**config.mk**
```make
export PLATFORM = sky130hd
export DESIGN_NAME = id3_text_frame_to_utf8_unit
export DESIGN_NICKNAME = d
export VERILOG_FILES = /design/src/rtl/id3tf_pkg.sv /design/src/rtl/id3_text_frame_to_utf8_unit.sv /design/src/rtl/id3tf_decode.sv /design/src/rtl/id3tf_emit.sv /design/src/rtl/id3tf_text_frame_top_dummy_placeholder.sv
export SDC_FILE = /design/constraint.sdc
export NUM_CORES = 1
export LEC_CHECK = 0
export ABC_AREA = 1
export BUFFER_PORTS_ARGS = -buffer_cell sky130_fd_sc_hd__clkbuf_2
export CAP_MARGIN = 20
export CORE_MARGIN = 2
export CORE_UTILIZATION = 54
export DETAILED_ROUTE_END_ITERATION = 6
export PLACE_DENSITY = 0.74
export SETUP_SLACK_MARGIN = 0.4
export SLEW_MARGIN = 25
export SYNTH_ARGS = -nofsm -noshare
export SYNTH_HDL_FRONTEND = slang
export SYNTH_SLANG_ARGS = --single-unit
export TNS_END_PERCENT = 20
```
**constraint.sdc**
```tcl
create_clock -name clk -period 4 [get_ports clk]
set_input_delay 0.6 -clock clk [delete_from_list [all_inputs] [get_ports clk]]
set_output_delay 0.6 -clock clk [all_outputs]
set_load 0.01 [all_outputs]
```
**src/rtl/id3tf_pkg.sv**
```systemverilog
// ----------------------------------------------------------------------------
// id3tf_pkg
// shared types and constants of the id3 text frame to utf-8 converter
// ----------------------------------------------------------------------------
package id3tf_pkg;

  localparam int MAX_OUTPUT_DEFAULT = 1023;
  localparam int CAP_W              = 10;
  localparam int CAP_FIELD_MAX      = 1023;

  // encoding of the frame, as held after the selector byte
  localparam logic [1:0] MODE_LATIN1 = 2'd0;
  localparam logic [1:0] MODE_UTF16  = 2'd1;
  localparam logic [1:0] MODE_UTF8   = 2'd3;

  // selector byte values for latin-1 and utf-8; any other value picks utf-16
  localparam logic [7:0] SEL_LATIN1 = 8'h00;
  localparam logic [7:0] SEL_UTF8   = 8'h03;

  localparam logic [15:0] BOM_LE = 16'hFEFF;
  localparam logic [15:0] BOM_BE = 16'hFFFE;

  typedef struct packed {
    logic [7:0]       data_byte;
    logic             is_first;
    logic             is_last;
    logic [CAP_W-1:0] out_capacity;
  } item_t;

  typedef struct packed {
    logic [1:0]       mode;
    logic [CAP_W-1:0] written;
    logic [CAP_W-1:0] capacity;
    logic             stopped;
    logic [7:0]       low_byte;
    logic             pair_phase;
    logic             first_pending;
  } state_t;

  // results of one input byte: up to three text bytes, then an end marker
  typedef struct packed {
    logic [7:0]       byte0;
    logic [7:0]       byte1;
    logic [7:0]       byte2;
    logic [1:0]       nbytes;
    logic             has_end;
    logic [CAP_W-1:0] base;
  } grp_t;

endpackage

```
**src/rtl/id3_text_frame_to_utf8_unit.sv**
```systemverilog
// ----------------------------------------------------------------------------
// id3_text_frame_to_utf8_unit
// id3v2 text frame payload (latin-1, utf-16, utf-8) to utf-8 byte stream
// ----------------------------------------------------------------------------
// feed the payload of one text frame a byte per transfer, the encoding selector
// first with is_first set and the final byte with is_last set. each byte gives
// zero to three utf-8 text bytes, and the final byte adds an end marker
// carrying the string length. a byte that yields no result bypasses the result
// register; a byte that yields k results (1 to 4) holds the single output port
// until all k are taken, one transfer at a time. a new byte is taken every
// cycle while the result register is free or draining its last result.
// out_capacity is sampled with the selector and clamped to MAX_OUTPUT (at most
// 1023); no text byte is ever emitted past it.
module id3_text_frame_to_utf8_unit #(
  parameter int MAX_OUTPUT = id3tf_pkg::MAX_OUTPUT_DEFAULT
) (
  input  logic                        clk,
  input  logic                        rst,
  input  logic                        in_valid,
  output logic                        in_ready,
  input  logic [7:0]                  data_byte,
  input  logic                        is_first,
  input  logic                        is_last,
  input  logic [id3tf_pkg::CAP_W-1:0] out_capacity,
  output logic                        out_valid,
  input  logic                        out_ready,
  output logic [7:0]                  out_byte,
  output logic                        byte_valid,
  output logic                        end_of_text,
  output logic [id3tf_pkg::CAP_W-1:0] text_length
);
  import id3tf_pkg::*;

  item_t  in_q;
  logic   in_full;
  state_t st;
  state_t st_next;
  grp_t   grp;
  logic   grp_empty;
  logic   grp_ready;
  logic   advance;

  // input register: one payload byte waiting for the decoder
  assign grp_empty = (grp.nbytes == 2'd0) && !grp.has_end;
  assign advance   = in_full && (grp_empty || grp_ready);
  assign in_ready  = !in_full || advance;

  always_ff @(posedge clk) begin
    if (rst) begin
      in_full <= 1'b0;
    end else if (in_valid && in_ready) begin
      in_full <= 1'b1;
    end else if (advance) begin
      in_full <= 1'b0;
    end
  end

  always_ff @(posedge clk) begin
    if (in_valid && in_ready) begin
      in_q.data_byte    <= data_byte;
      in_q.is_first     <= is_first;
      in_q.is_last      <= is_last;
      in_q.out_capacity <= out_capacity;
    end
  end

  // frame state moves only when the byte leaves the input register
  id3tf_state u_state (
    .clk     (clk),
    .rst     (rst),
    .advance (advance),
    .st_next (st_next),
    .st      (st)
  );

  id3tf_decode #(
    .MAX_OUTPUT (MAX_OUTPUT)
  ) u_decode (
    .item    (in_q),
    .st      (st),
    .st_next (st_next),
    .grp     (grp)
  );

  // result register and serializer; bytes that give nothing bypass it
  id3tf_emit u_emit (
    .clk         (clk),
    .rst         (rst),
    .grp_valid   (in_full && !grp_empty),
    .grp         (grp),
    .grp_ready   (grp_ready),
    .out_valid   (out_valid),
    .out_ready   (out_ready),
    .out_byte    (out_byte),
    .byte_valid  (byte_valid),
    .end_of_text (end_of_text),
    .text_length (text_length)
  );

`ifndef NO_ASSERTIONS
  // a held low byte only exists on the utf-16 path
  a_pair_mode : assert property (@(posedge clk) disable iff (rst)
    st.pair_phase |-> st.mode == MODE_UTF16)
    else $error("pair phase set outside utf-16 mode");

  // the count of written bytes never passes the frame capacity
  a_count_cap : assert property (@(posedge clk) disable iff (rst)
    st.written <= st.capacity)
    else $error("written count above capacity");

  // the state holds while a byte waits on a busy result register
  a_state_hold : assert property (@(posedge clk) disable iff (rst)
    in_full && !advance |=> $stable(st))
    else $error("frame state moved without consuming a byte");
`endif

endmodule

```
**src/rtl/id3tf_decode.sv**
```systemverilog
// ----------------------------------------------------------------------------
// id3tf_decode
// next-state and result-group logic for one registered payload byte
// ----------------------------------------------------------------------------
module id3tf_decode #(
  parameter int MAX_OUTPUT = id3tf_pkg::MAX_OUTPUT_DEFAULT
) (
  input  id3tf_pkg::item_t  item,
  input  id3tf_pkg::state_t st,
  output id3tf_pkg::state_t st_next,
  output id3tf_pkg::grp_t   grp
);
  import id3tf_pkg::*;

  localparam int               CapSat   = (MAX_OUTPUT > CAP_FIELD_MAX) ? CAP_FIELD_MAX
                                                                      : MAX_OUTPUT;
  localparam logic [CAP_W-1:0] CapLimit = CAP_W'(CapSat);

  logic [15:0]      cp;
  logic [1:0]       need;
  logic             fits;
  logic             full;
  logic             bom;
  logic [CAP_W-1:0] cap_sat;
  logic [1:0]       sel_mode;
  logic [7:0]       e0, e1, e2;

  assign cp = (st.mode == MODE_UTF16) ? {item.data_byte, st.low_byte}
                                      : {8'h00, item.data_byte};

  always_comb begin
    priority if (st.mode == MODE_UTF8 || cp < 16'h0080) need = 2'd1;
    else if (cp < 16'h0800)                             need = 2'd2;
    else                                                need = 2'd3;
  end

  assign fits    = ({1'b0, st.written} + {{(CAP_W-1){1'b0}}, need}) <= {1'b0, st.capacity};
  assign full    = st.written >= st.capacity;
  assign bom     = (cp == BOM_LE) || (cp == BOM_BE);
  assign cap_sat = (item.out_capacity > CapLimit) ? CapLimit : item.out_capacity;

  always_comb begin
    priority if (item.data_byte == SEL_UTF8) sel_mode = MODE_UTF8;
    else if (item.data_byte == SEL_LATIN1)   sel_mode = MODE_LATIN1;
    else                                     sel_mode = MODE_UTF16;
  end

  // utf-8 byte images of the unit
  always_comb begin
    e1 = 8'h80 | {2'b00, cp[5:0]};
    e2 = 8'h80 | {2'b00, cp[5:0]};
    unique case (need)
      2'd2: begin
        e0 = 8'hC0 | {3'b000, cp[10:6]};
      end
      2'd3: begin
        e0 = 8'hE0 | {4'h0, cp[15:12]};
        e1 = 8'h80 | {2'b00, cp[11:6]};
      end
      default: begin
        e0 = cp[7:0];
      end
    endcase
  end

  always_comb begin
    st_next     = st;
    grp         = '0;
    grp.base    = item.is_first ? '0 : st.written;
    grp.byte0   = e0;
    grp.byte1   = e1;
    grp.byte2   = e2;
    if (item.is_first) begin
      st_next.mode          = sel_mode;
      st_next.capacity      = cap_sat;
      st_next.written       = '0;
      st_next.stopped       = 1'b0;
      st_next.low_byte      = '0;
      st_next.pair_phase    = 1'b0;
      st_next.first_pending = 1'b1;
    end else if (!st.stopped) begin
      if (st.mode == MODE_UTF16 && !st.pair_phase) begin
        st_next.low_byte   = item.data_byte;
        st_next.pair_phase = 1'b1;
      end else begin
        st_next.pair_phase    = 1'b0;
        st_next.first_pending = (st.mode == MODE_UTF16) ? 1'b0 : st.first_pending;
        if (st.mode == MODE_UTF16 && st.first_pending && bom) begin
          // leading byte-order mark, dropped
        end else if (full || (st.mode == MODE_UTF16 && cp == 16'h0000)) begin
          st_next.stopped = 1'b1;
        end else if (!fits) begin
          st_next.stopped = 1'b1;
        end else begin
          grp.nbytes      = need;
          st_next.written = st.written + CAP_W'(need);
        end
      end
    end
    if (item.is_last) begin
      grp.has_end     = 1'b1;
      st_next.stopped = 1'b1;
    end
  end

endmodule

```
**src/rtl/id3tf_emit.sv**
```systemverilog
// ----------------------------------------------------------------------------
// id3tf_emit
// result register that hands out one group's results one transfer at a time
// ----------------------------------------------------------------------------
module id3tf_emit (
  input  logic                               clk,
  input  logic                               rst,
  input  logic                               grp_valid,
  input  id3tf_pkg::grp_t                    grp,
  output logic                               grp_ready,
  output logic                               out_valid,
  input  logic                               out_ready,
  output logic [7:0]                         out_byte,
  output logic                               byte_valid,
  output logic                               end_of_text,
  output logic [id3tf_pkg::CAP_W-1:0]        text_length
);
  import id3tf_pkg::*;

  grp_t       held;
  logic       loaded;
  logic [1:0] idx;
  logic [2:0] total;
  logic       last_one;
  logic       is_byte;
  logic [2:0] offset;

  assign total     = {1'b0, held.nbytes} + {2'b00, held.has_end};
  assign last_one  = ({1'b0, idx} + 3'd1) == total;
  assign grp_ready = !loaded || (out_ready && last_one);

  always_ff @(posedge clk) begin
    if (rst) begin
      loaded <= 1'b0;
      idx    <= '0;
    end else if (grp_valid && grp_ready) begin
      loaded <= 1'b1;
      idx    <= '0;
    end else if (loaded && out_ready) begin
      if (last_one) begin
        loaded <= 1'b0;
      end
      idx <= idx + 2'd1;
    end
  end

  always_ff @(posedge clk) begin
    if (grp_valid && grp_ready) begin
      held <= grp;
    end
  end

  assign is_byte = idx < held.nbytes;

  always_comb begin
    unique case (idx)
      2'd0:    out_byte = held.byte0;
      2'd1:    out_byte = held.byte1;
      2'd2:    out_byte = held.byte2;
      default: out_byte = 8'h00;
    endcase
    if (!is_byte) begin
      out_byte = 8'h00;
    end
  end

  assign offset      = is_byte ? ({1'b0, idx} + 3'd1) : {1'b0, held.nbytes};
  assign out_valid   = loaded;
  assign byte_valid  = is_byte;
  assign end_of_text = !is_byte;
  assign text_length = held.base + CAP_W'(offset);

endmodule

```
**src/rtl/id3tf_text_frame_top_dummy_placeholder.sv**
```systemverilog
// ----------------------------------------------------------------------------
// id3tf_state
// frame state register, advanced once per consumed payload byte
// ----------------------------------------------------------------------------
module id3tf_state (
  input  logic              clk,
  input  logic              rst,
  input  logic              advance,
  input  id3tf_pkg::state_t st_next,
  output id3tf_pkg::state_t st
);
  import id3tf_pkg::*;

  always_ff @(posedge clk) begin
    if (rst) begin
      st <= '{mode:          MODE_LATIN1,
              written:       '0,
              capacity:      '0,
              stopped:       1'b0,
              low_byte:      '0,
              pair_phase:    1'b0,
              first_pending: 1'b1};
    end else if (advance) begin
      st <= st_next;
    end
  end

endmodule
```
Word-level counts from Yosys, hierarchy flattened
Index checks and enable logic that the tools add are counted.
Widths: inputs -> output; s select.
- register bits: 92
- bits in latches: 0
- RAM bits: 0
- bits in read-only memories: 0
- input port bits: 24
- logic and storage cells: 126
- memories: 0
- add/sub/neg operators: 6
- multiply operators: 0
- div/mod/pow operators: 0
- order comparisons: 6
- equality and inequality tests: 14
- shift operators: 0
- muxes and demuxes: 40
- bitwise gates (word level): 0
- reductions and logical operators: 40
- operators by type and width (kind ; count):
    $mux 10 ; 7
    $eq 16x16->1 const B ; 2
    $pmux 8 s3 ; 1
    $mux 11 ; 2
    $logic_not 16->1 ; 1
    $lt 16x12->1 const B ; 1
    $lt 16x8->1 const B ; 1
    $mux 1 ; 16
    $mux 16 ; 1
    $mux 2 ; 8
    $mux 8 ; 2
    $pmux 8 s2 ; 1
    $reduce_bool 2->1 ; 6
    $add 10x2->11 ; 1
    $le 11x10->1 ; 1
    $logic_and 1x1->1 ; 11
    $add 10x2->10 ; 1
    $add 10x3->10 ; 1
    $ge 10x10->1 ; 1
    $gt 10x10->1 const B ; 1
    $eq 2x2->1 const B ; 4
    $eq 8x2->1 const B ; 1
    $logic_not 8->1 ; 1
    $ne 2x2->1 const B ; 4
    16 further kinds ; 30

Logic depth before layout (Yosys ltp)
- depth after elaboration: 20
- mapped depth: 34
- depth with buffers taken out: 33

By module
Synthesis repeated with hierarchy kept, for this count alone.
- cell total of the unflattened synthesis: 759
- area, all modules: 5694.2 um2
- modules (own cells, without submodules) (module ; instances ; cells an instance ; area an instance (um2) ; seq. area each (um2)):
    id3tf_decode ; 1 ; 366 ; 1855.5 ; 0.0
    id3tf_emit ; 1 ; 152 ; 1810.5 ; 1171.1
    id3tf_state ; 1 ; 208 ; 1347.5 ; 660.6
    id3_text_frame_to_utf8_unit ; 1 ; 33 ; 680.7 ; 620.6

Least setup slack after synthesis
OpenSTA, ideal clock, no wires.
- path kind: reg-to-reg
- start: register u_state.st[32] (netlist name)
- end: register u_emit.held[0] (netlist bit), enable pin
- arrival: 4.070 ns
- data required time: 3.612 ns
- setup slack: -0.458 ns
- stages on the path, launching flop included: 30
- path buffers: 0
- clock period less this slack: 4.458 ns
- cell sequence: dfxtp_1 > inv_2 > nand2_4 > nand2_1 > o21ai_2 > nand4_2 > nand2_4 > inv_4 > nand2_4 > ha_1 > inv_1 > fa_1 > nor2_1 > nand2_1 > xor2_1 > inv_1 > ha_1 > nand2_1 > nand2_1 > a21oi_1 > nand2_1 > nand2_1 > nand2_1 > nand2_1 > nand2_1 > a21oi_2 > nand2_2 > nand3_4 > nand3_1 > inv_1
- cells in the longest elaborated chain, start to end: 18
- elaborated cells on any way between the ends: 30
- ends and longest elaborated chain (element ; line ; text):
    $eq 2x1->1 ; n/a ;
    $mux 16 ; id3tf_decode.sv:28 ; assign cp = (st.mode == MODE_UTF16) ? {item.data_byte, st.low_byte}
    $lt 16x12->1 / $lt 16x8->1 (equally long branches) ; id3tf_decode.sv:33, id3tf_decode.sv:32 ;
    $mux 1 / $logic_or 1x1->1 (equally long branches) ; id3tf_decode.sv:33, id3tf_decode.sv:32 ;
    $mux 2 ; id3tf_decode.sv:32 ; priority if (st.mode == MODE_UTF8 || cp < 16'h0080) need = 2'd1;
    $add 10x2->11 ; id3tf_decode.sv:37 ; assign fits = ({1'b0, st.written} + {{(CAP_W-1){1'b0}}, need}) <= {1'b0, st.capacity};
    $le 11x10->1 ; id3tf_decode.sv:37 ;
    $mux 2 ; id3tf_decode.sv:92 ; end else if (!fits) begin
    (+2 left out) ; n/a ;
    $mux 2 * ; id3tf_decode.sv:82 ; if (st.mode == MODE_UTF16 && !st.pair_phase) begin
    $mux 2 * ; id3tf_decode.sv:81 ; end else if (!st.stopped) begin
    $mux 2 * ; id3tf_decode.sv:73 ; if (item.is_first) begin
    $logic_not 2->1 * ; id3_text_frame_to_utf8_unit.sv:44 ; assign grp_empty = (grp.nbytes == 2'd0) && !grp.has_end;
    $logic_and 1x1->1 * ; id3_text_frame_to_utf8_unit.sv:44 ;
    $logic_not 1->1 * ; id3_text_frame_to_utf8_unit.sv:89 ; .grp_valid (in_full && !grp_empty),
    $logic_and 1x1->1 * ; id3_text_frame_to_utf8_unit.sv:89 ;
    $logic_and 1x1->1 * ; id3tf_emit.sv:48 ; if (grp_valid && grp_ready) begin
    end signal: assignment ; id3tf_emit.sv:49 ; held <= grp;
    end: declaration ; id3tf_emit.sv:20 ; grp_t held;
Mark *: on every way between the ends. The rest lies on a longest branch, timed or not.
A chain may end at the register's enable or synchronous reset.

Worst setup path in the final report
- start: register in_q[17] (netlist bit)
- end: output in_ready
- cells in the longest elaborated chain, start to end: 17
- elaborated cells on any way between the ends: 26
- ends and longest elaborated chain (element ; line ; text):
    start: declaration ; id3_text_frame_to_utf8_unit.sv:34 ; item_t in_q;
    $mux 16 * ; id3tf_decode.sv:28 ;
    $lt 16x12->1 / $lt 16x8->1 (equally long branches) ; id3tf_decode.sv:33, id3tf_decode.sv:32 ;
    $mux 1 / $logic_or 1x1->1 (equally long branches) ; id3tf_decode.sv:33, id3tf_decode.sv:32 ;
    $mux 2 ; id3tf_decode.sv:32 ;
    $add 10x2->11 ; id3tf_decode.sv:37 ;
    $le 11x10->1 ; id3tf_decode.sv:37 ;
    $mux 2 ; id3tf_decode.sv:92 ;
    $mux 2 ; id3tf_decode.sv:90 ; end else if (full || (st.mode == MODE_UTF16 && cp == 16'h0000)) begin
    $mux 2 * ; id3tf_decode.sv:88 ; if (st.mode == MODE_UTF16 && st.first_pending && bom) begin
    $mux 2 * ; id3tf_decode.sv:82 ;
    $mux 2 * ; id3tf_decode.sv:81 ;
    $mux 2 * ; id3tf_decode.sv:73 ;
    $logic_not 2->1 * ; id3_text_frame_to_utf8_unit.sv:44 ;
    $logic_and 1x1->1 * ; id3_text_frame_to_utf8_unit.sv:44 ;
    $logic_or 1x1->1 * ; id3_text_frame_to_utf8_unit.sv:45 ; assign advance = in_full && (grp_empty || grp_ready);
    $logic_and 1x1->1 * ; id3_text_frame_to_utf8_unit.sv:45 ;
    $logic_or 1x1->1 * ; id3_text_frame_to_utf8_unit.sv:46 ; assign in_ready = !in_full || advance;
    end: declaration ; id3_text_frame_to_utf8_unit.sv:20 ; output logic in_ready,
Marks and branches as above.

==> results.ini <==
[synthesis]
ys_ff_latch = 90
syn_area_um2 = 5060
synth_top_area_share_pct = 31.5
synth_cells = 614
ys_async_sr_fraction_pct = 0
synth_ff_type = edfxtp_1
yosys_warnings = 0
synth_edf_count = 53
synth_top_area_cell = edfxtp_1
synthTopCellsByArea = edfxtp_1 (31%), dfxtp_1 (15%), nand2_1 (10%)
syn_nets = 672
seq_area_frac_synth_pct = 46.1
avgSynthCellArea_um2 = 8.24
synth_cell_types = 42

[global_route]
grt_pass1_wl_um = 21700
grt_max_degree = 36
grt_usage_pct = 27.5
grt_pass1_vias = 4471
grt_overflow = 0
antenna_found_initial = 0

[drt]
avgViaCountPerCell = 5.60
final_antenna_net_count = 0
firstDrtPassIters = 5
wirelength_um = 15300
vias = 4931
drc = 0
drtIter0Drc = 524
wl_per_cell_um = 17.4

[clock_tree]
cts_tree = yes
clock-root-buffer = clkbuf_8
cts_made_buffers = 9
clk_pin_slew_ns = 0.09
htree_levels = 3
cts.sinks = 90
cts.hold.buffers_added = 0
cts_buffer_depth = 2
clock_latency_ns = 0.36

[layout]
nFillCells = 577
diodes = 0
drive_gt1_share_pct = 34.9
layout.cells.non_filler = 880
nets = 822
fin_util_pct = 77.8
area_growth_pct = 40.7

[power_and_ir_drop]
leakage_nw = 3.18
power.total_mw = 2.66
peakVddDrop_v = 0.000274
power.density_nw_per_um2 = 374

[placed_design]
place_ws_ns = -0.177
place_hpwl_um = 9010
dp.cells = 791
gp_congestion = 0.981
portBuffers = 45

[job]
maxCapViolCount = 0

[sta]
fin_skew_ns = 0.0105
setup_ws_ns = -0.737
drv_slew = 0
finalHoldViolations = 0
slew_headroom_pct = 51.2
fmax_mhz = 211
setup_viol = 91
rsz0062_at_grt = true
period_share_pct = 118
tightest_slew_ns = 0.731
fin_crit_ns = 4.74

[setup_path]
crit_family = simple AND/OR/NAND/NOR gates
worst-setup-path-type = reg -> out
cp-start-kind = register
cp_data_arrival_time_ns = 4.14
cp-end-kind = output pin
cp_slowest_stage_delay_ns = 0.40
cp.required_ns = 3.40
path_max_fanout = 3
crit_path_top_delay_cell = edfxtp_1
timing.critical_path.buf_inv = 5

[die]
io_pins = 46
die_h_um = 101
core-area_um2 = 9150
die_w_um = 101
core.rowCount = 35
die_area_um2 = 10200
start_util_pct = 55.3

[outcome]
violations = setup timing
status = complete, but fails checks

[min_path]
hp-class = in -> reg

-- flip-flops by register name, indices dropped and copies added (netlist names) --
| name | cells |
|---|---|
| u_emit.held | 33 |
| u_emit.idx | 2 |
| u_state.st | 33 |
| in_full | 1 |
| u_emit.out_valid | 1 |
| in_q | 20 |
-- through the flow --
stage | cell area [um^2] | hold slack, ns | TNS, ns
6_report | 7120 | 0.414 | -49.15
5_1_grt | 7120 | 0.406 | -67.17
4_1_cts | 6670 | 0.412 | -12.57
3_5_place_dp | 5770 | 0.456 | -9.85
3_3_place_gp | 5770 | 0.452 | -1.21
2_1_floorplan | 5140 | 0.426 | -0.0225
-- layer usage --
| metal | global-route usage [%] | share of wire (%) |
|---|---|---|
| met4 | 11.8 | 4.9 |
| met1 | 37.2 | 41 |
| met5 | 0 | 0 |
| met2 | 43.9 | 47 |
| met3 | 4.44 | 6.4 |
-- cells by family after synthesis --
family / count (synthesis) / share of synthesized area, %
compound gates: 82 / 9.54
xor+xnor: 16 / 2.77
fa+ha+maj: 34 / 8.70
buf+inv: 103 / 8.36
flops: 90 / 46.1
simple gates: 289 / 24.5
-- area by class of cell --
cell class | count | area [um^2] | area share, %
clock buffers | 13 | 191 | 2.69
flip-flops and latches | 90 | 2330 | 32.8
inverters | 86 | 337 | 4.73
clock inverters | 3 | 17.5 | 0.246
multi-input cells | 421 | 2700 | 37.9
repair buffers | 156 | 1400 | 19.6
well taps | 111 | 139 | 1.95
-- power breakdown --
group	switching (mW)	leakage [nW]	internal [mW]
sequential	0.0408	0.803	1.05
combinational	0.518	2.27	0.424
clock	0.313	0.106	0.317
-- cells in the mapped netlist, types with 3 or more instances --
| cell type | instances |
|---|---|
| inv_2 | 5 |
| nor3_1 | 6 |
| nand4_1 | 7 |
| dfxtp_1 | 37 |
| a21oi_1 | 38 |
| nand3_1 | 34 |
| a31oi_1 | 7 |
| inv_1 | 79 |
| o21ai_1 | 3 |
| nor2_1 | 88 |
| nand2_4 | 4 |
| edfxtp_1 | 53 |
| o21ai_2 | 5 |
| nand2_1 | 139 |
| xor2_1 | 16 |
| clkbuf_1 | 7 |
| ha_1 | 32 |
| buf_2 | 3 |
| buf_6 | 3 |
| o21ai_0 | 16 |
-- what timing repair did --
action | CTS | global route
gates cloned | 4 | 2
buffers inserted | 58 | 9
pin swaps | 28 | 37
endpoints found under the setup margin | 92 | 97
resized for setup | 43 | 81
-- cells in the final DEF, fill, tap and decap left out, types with 3 or more instances in the layout --
master and instances:
a21oi_1 32, a21oi_2 4, a21oi_4 3, a31oi_1 7, buf_12 6, buf_4 58
buf_6 42, clkbuf_16 5, clkbuf_2 44, clkbuf_8 10, clkinv_2 3, clkinvlp_4 3
dfxtp_1 35, edfxtp_1 53, ha_1 25, ha_4 7, inv_1 72, inv_2 9
nand2_1 113, nand2_2 20, nand2_4 12, nand3_1 31, nand3_2 3, nand3_4 3
nand4_1 7, nor2_1 78, nor2_2 6, nor2_4 5, nor3_1 4, o21ai_0 15
o21ai_1 4, o21ai_2 4, xor2_1 14
-- path summary, 6_finish.rpt --
check | slack, ns | from | depth (start not counted) | endpoint
setup / recovery | -0.74 | in_q[17] | 29 | in_ready
hold / removal | 0.41 | data_byte[6] | 1 | in_q[18]
setup reg to reg | -0.72 | in_q[17] | 34 | u_emit.held[13]
hold reg to reg | 0.47 | u_state.st[18] | 2 | u_state.st[18]
Note: power is estimated with default switching activity, not from simulation.
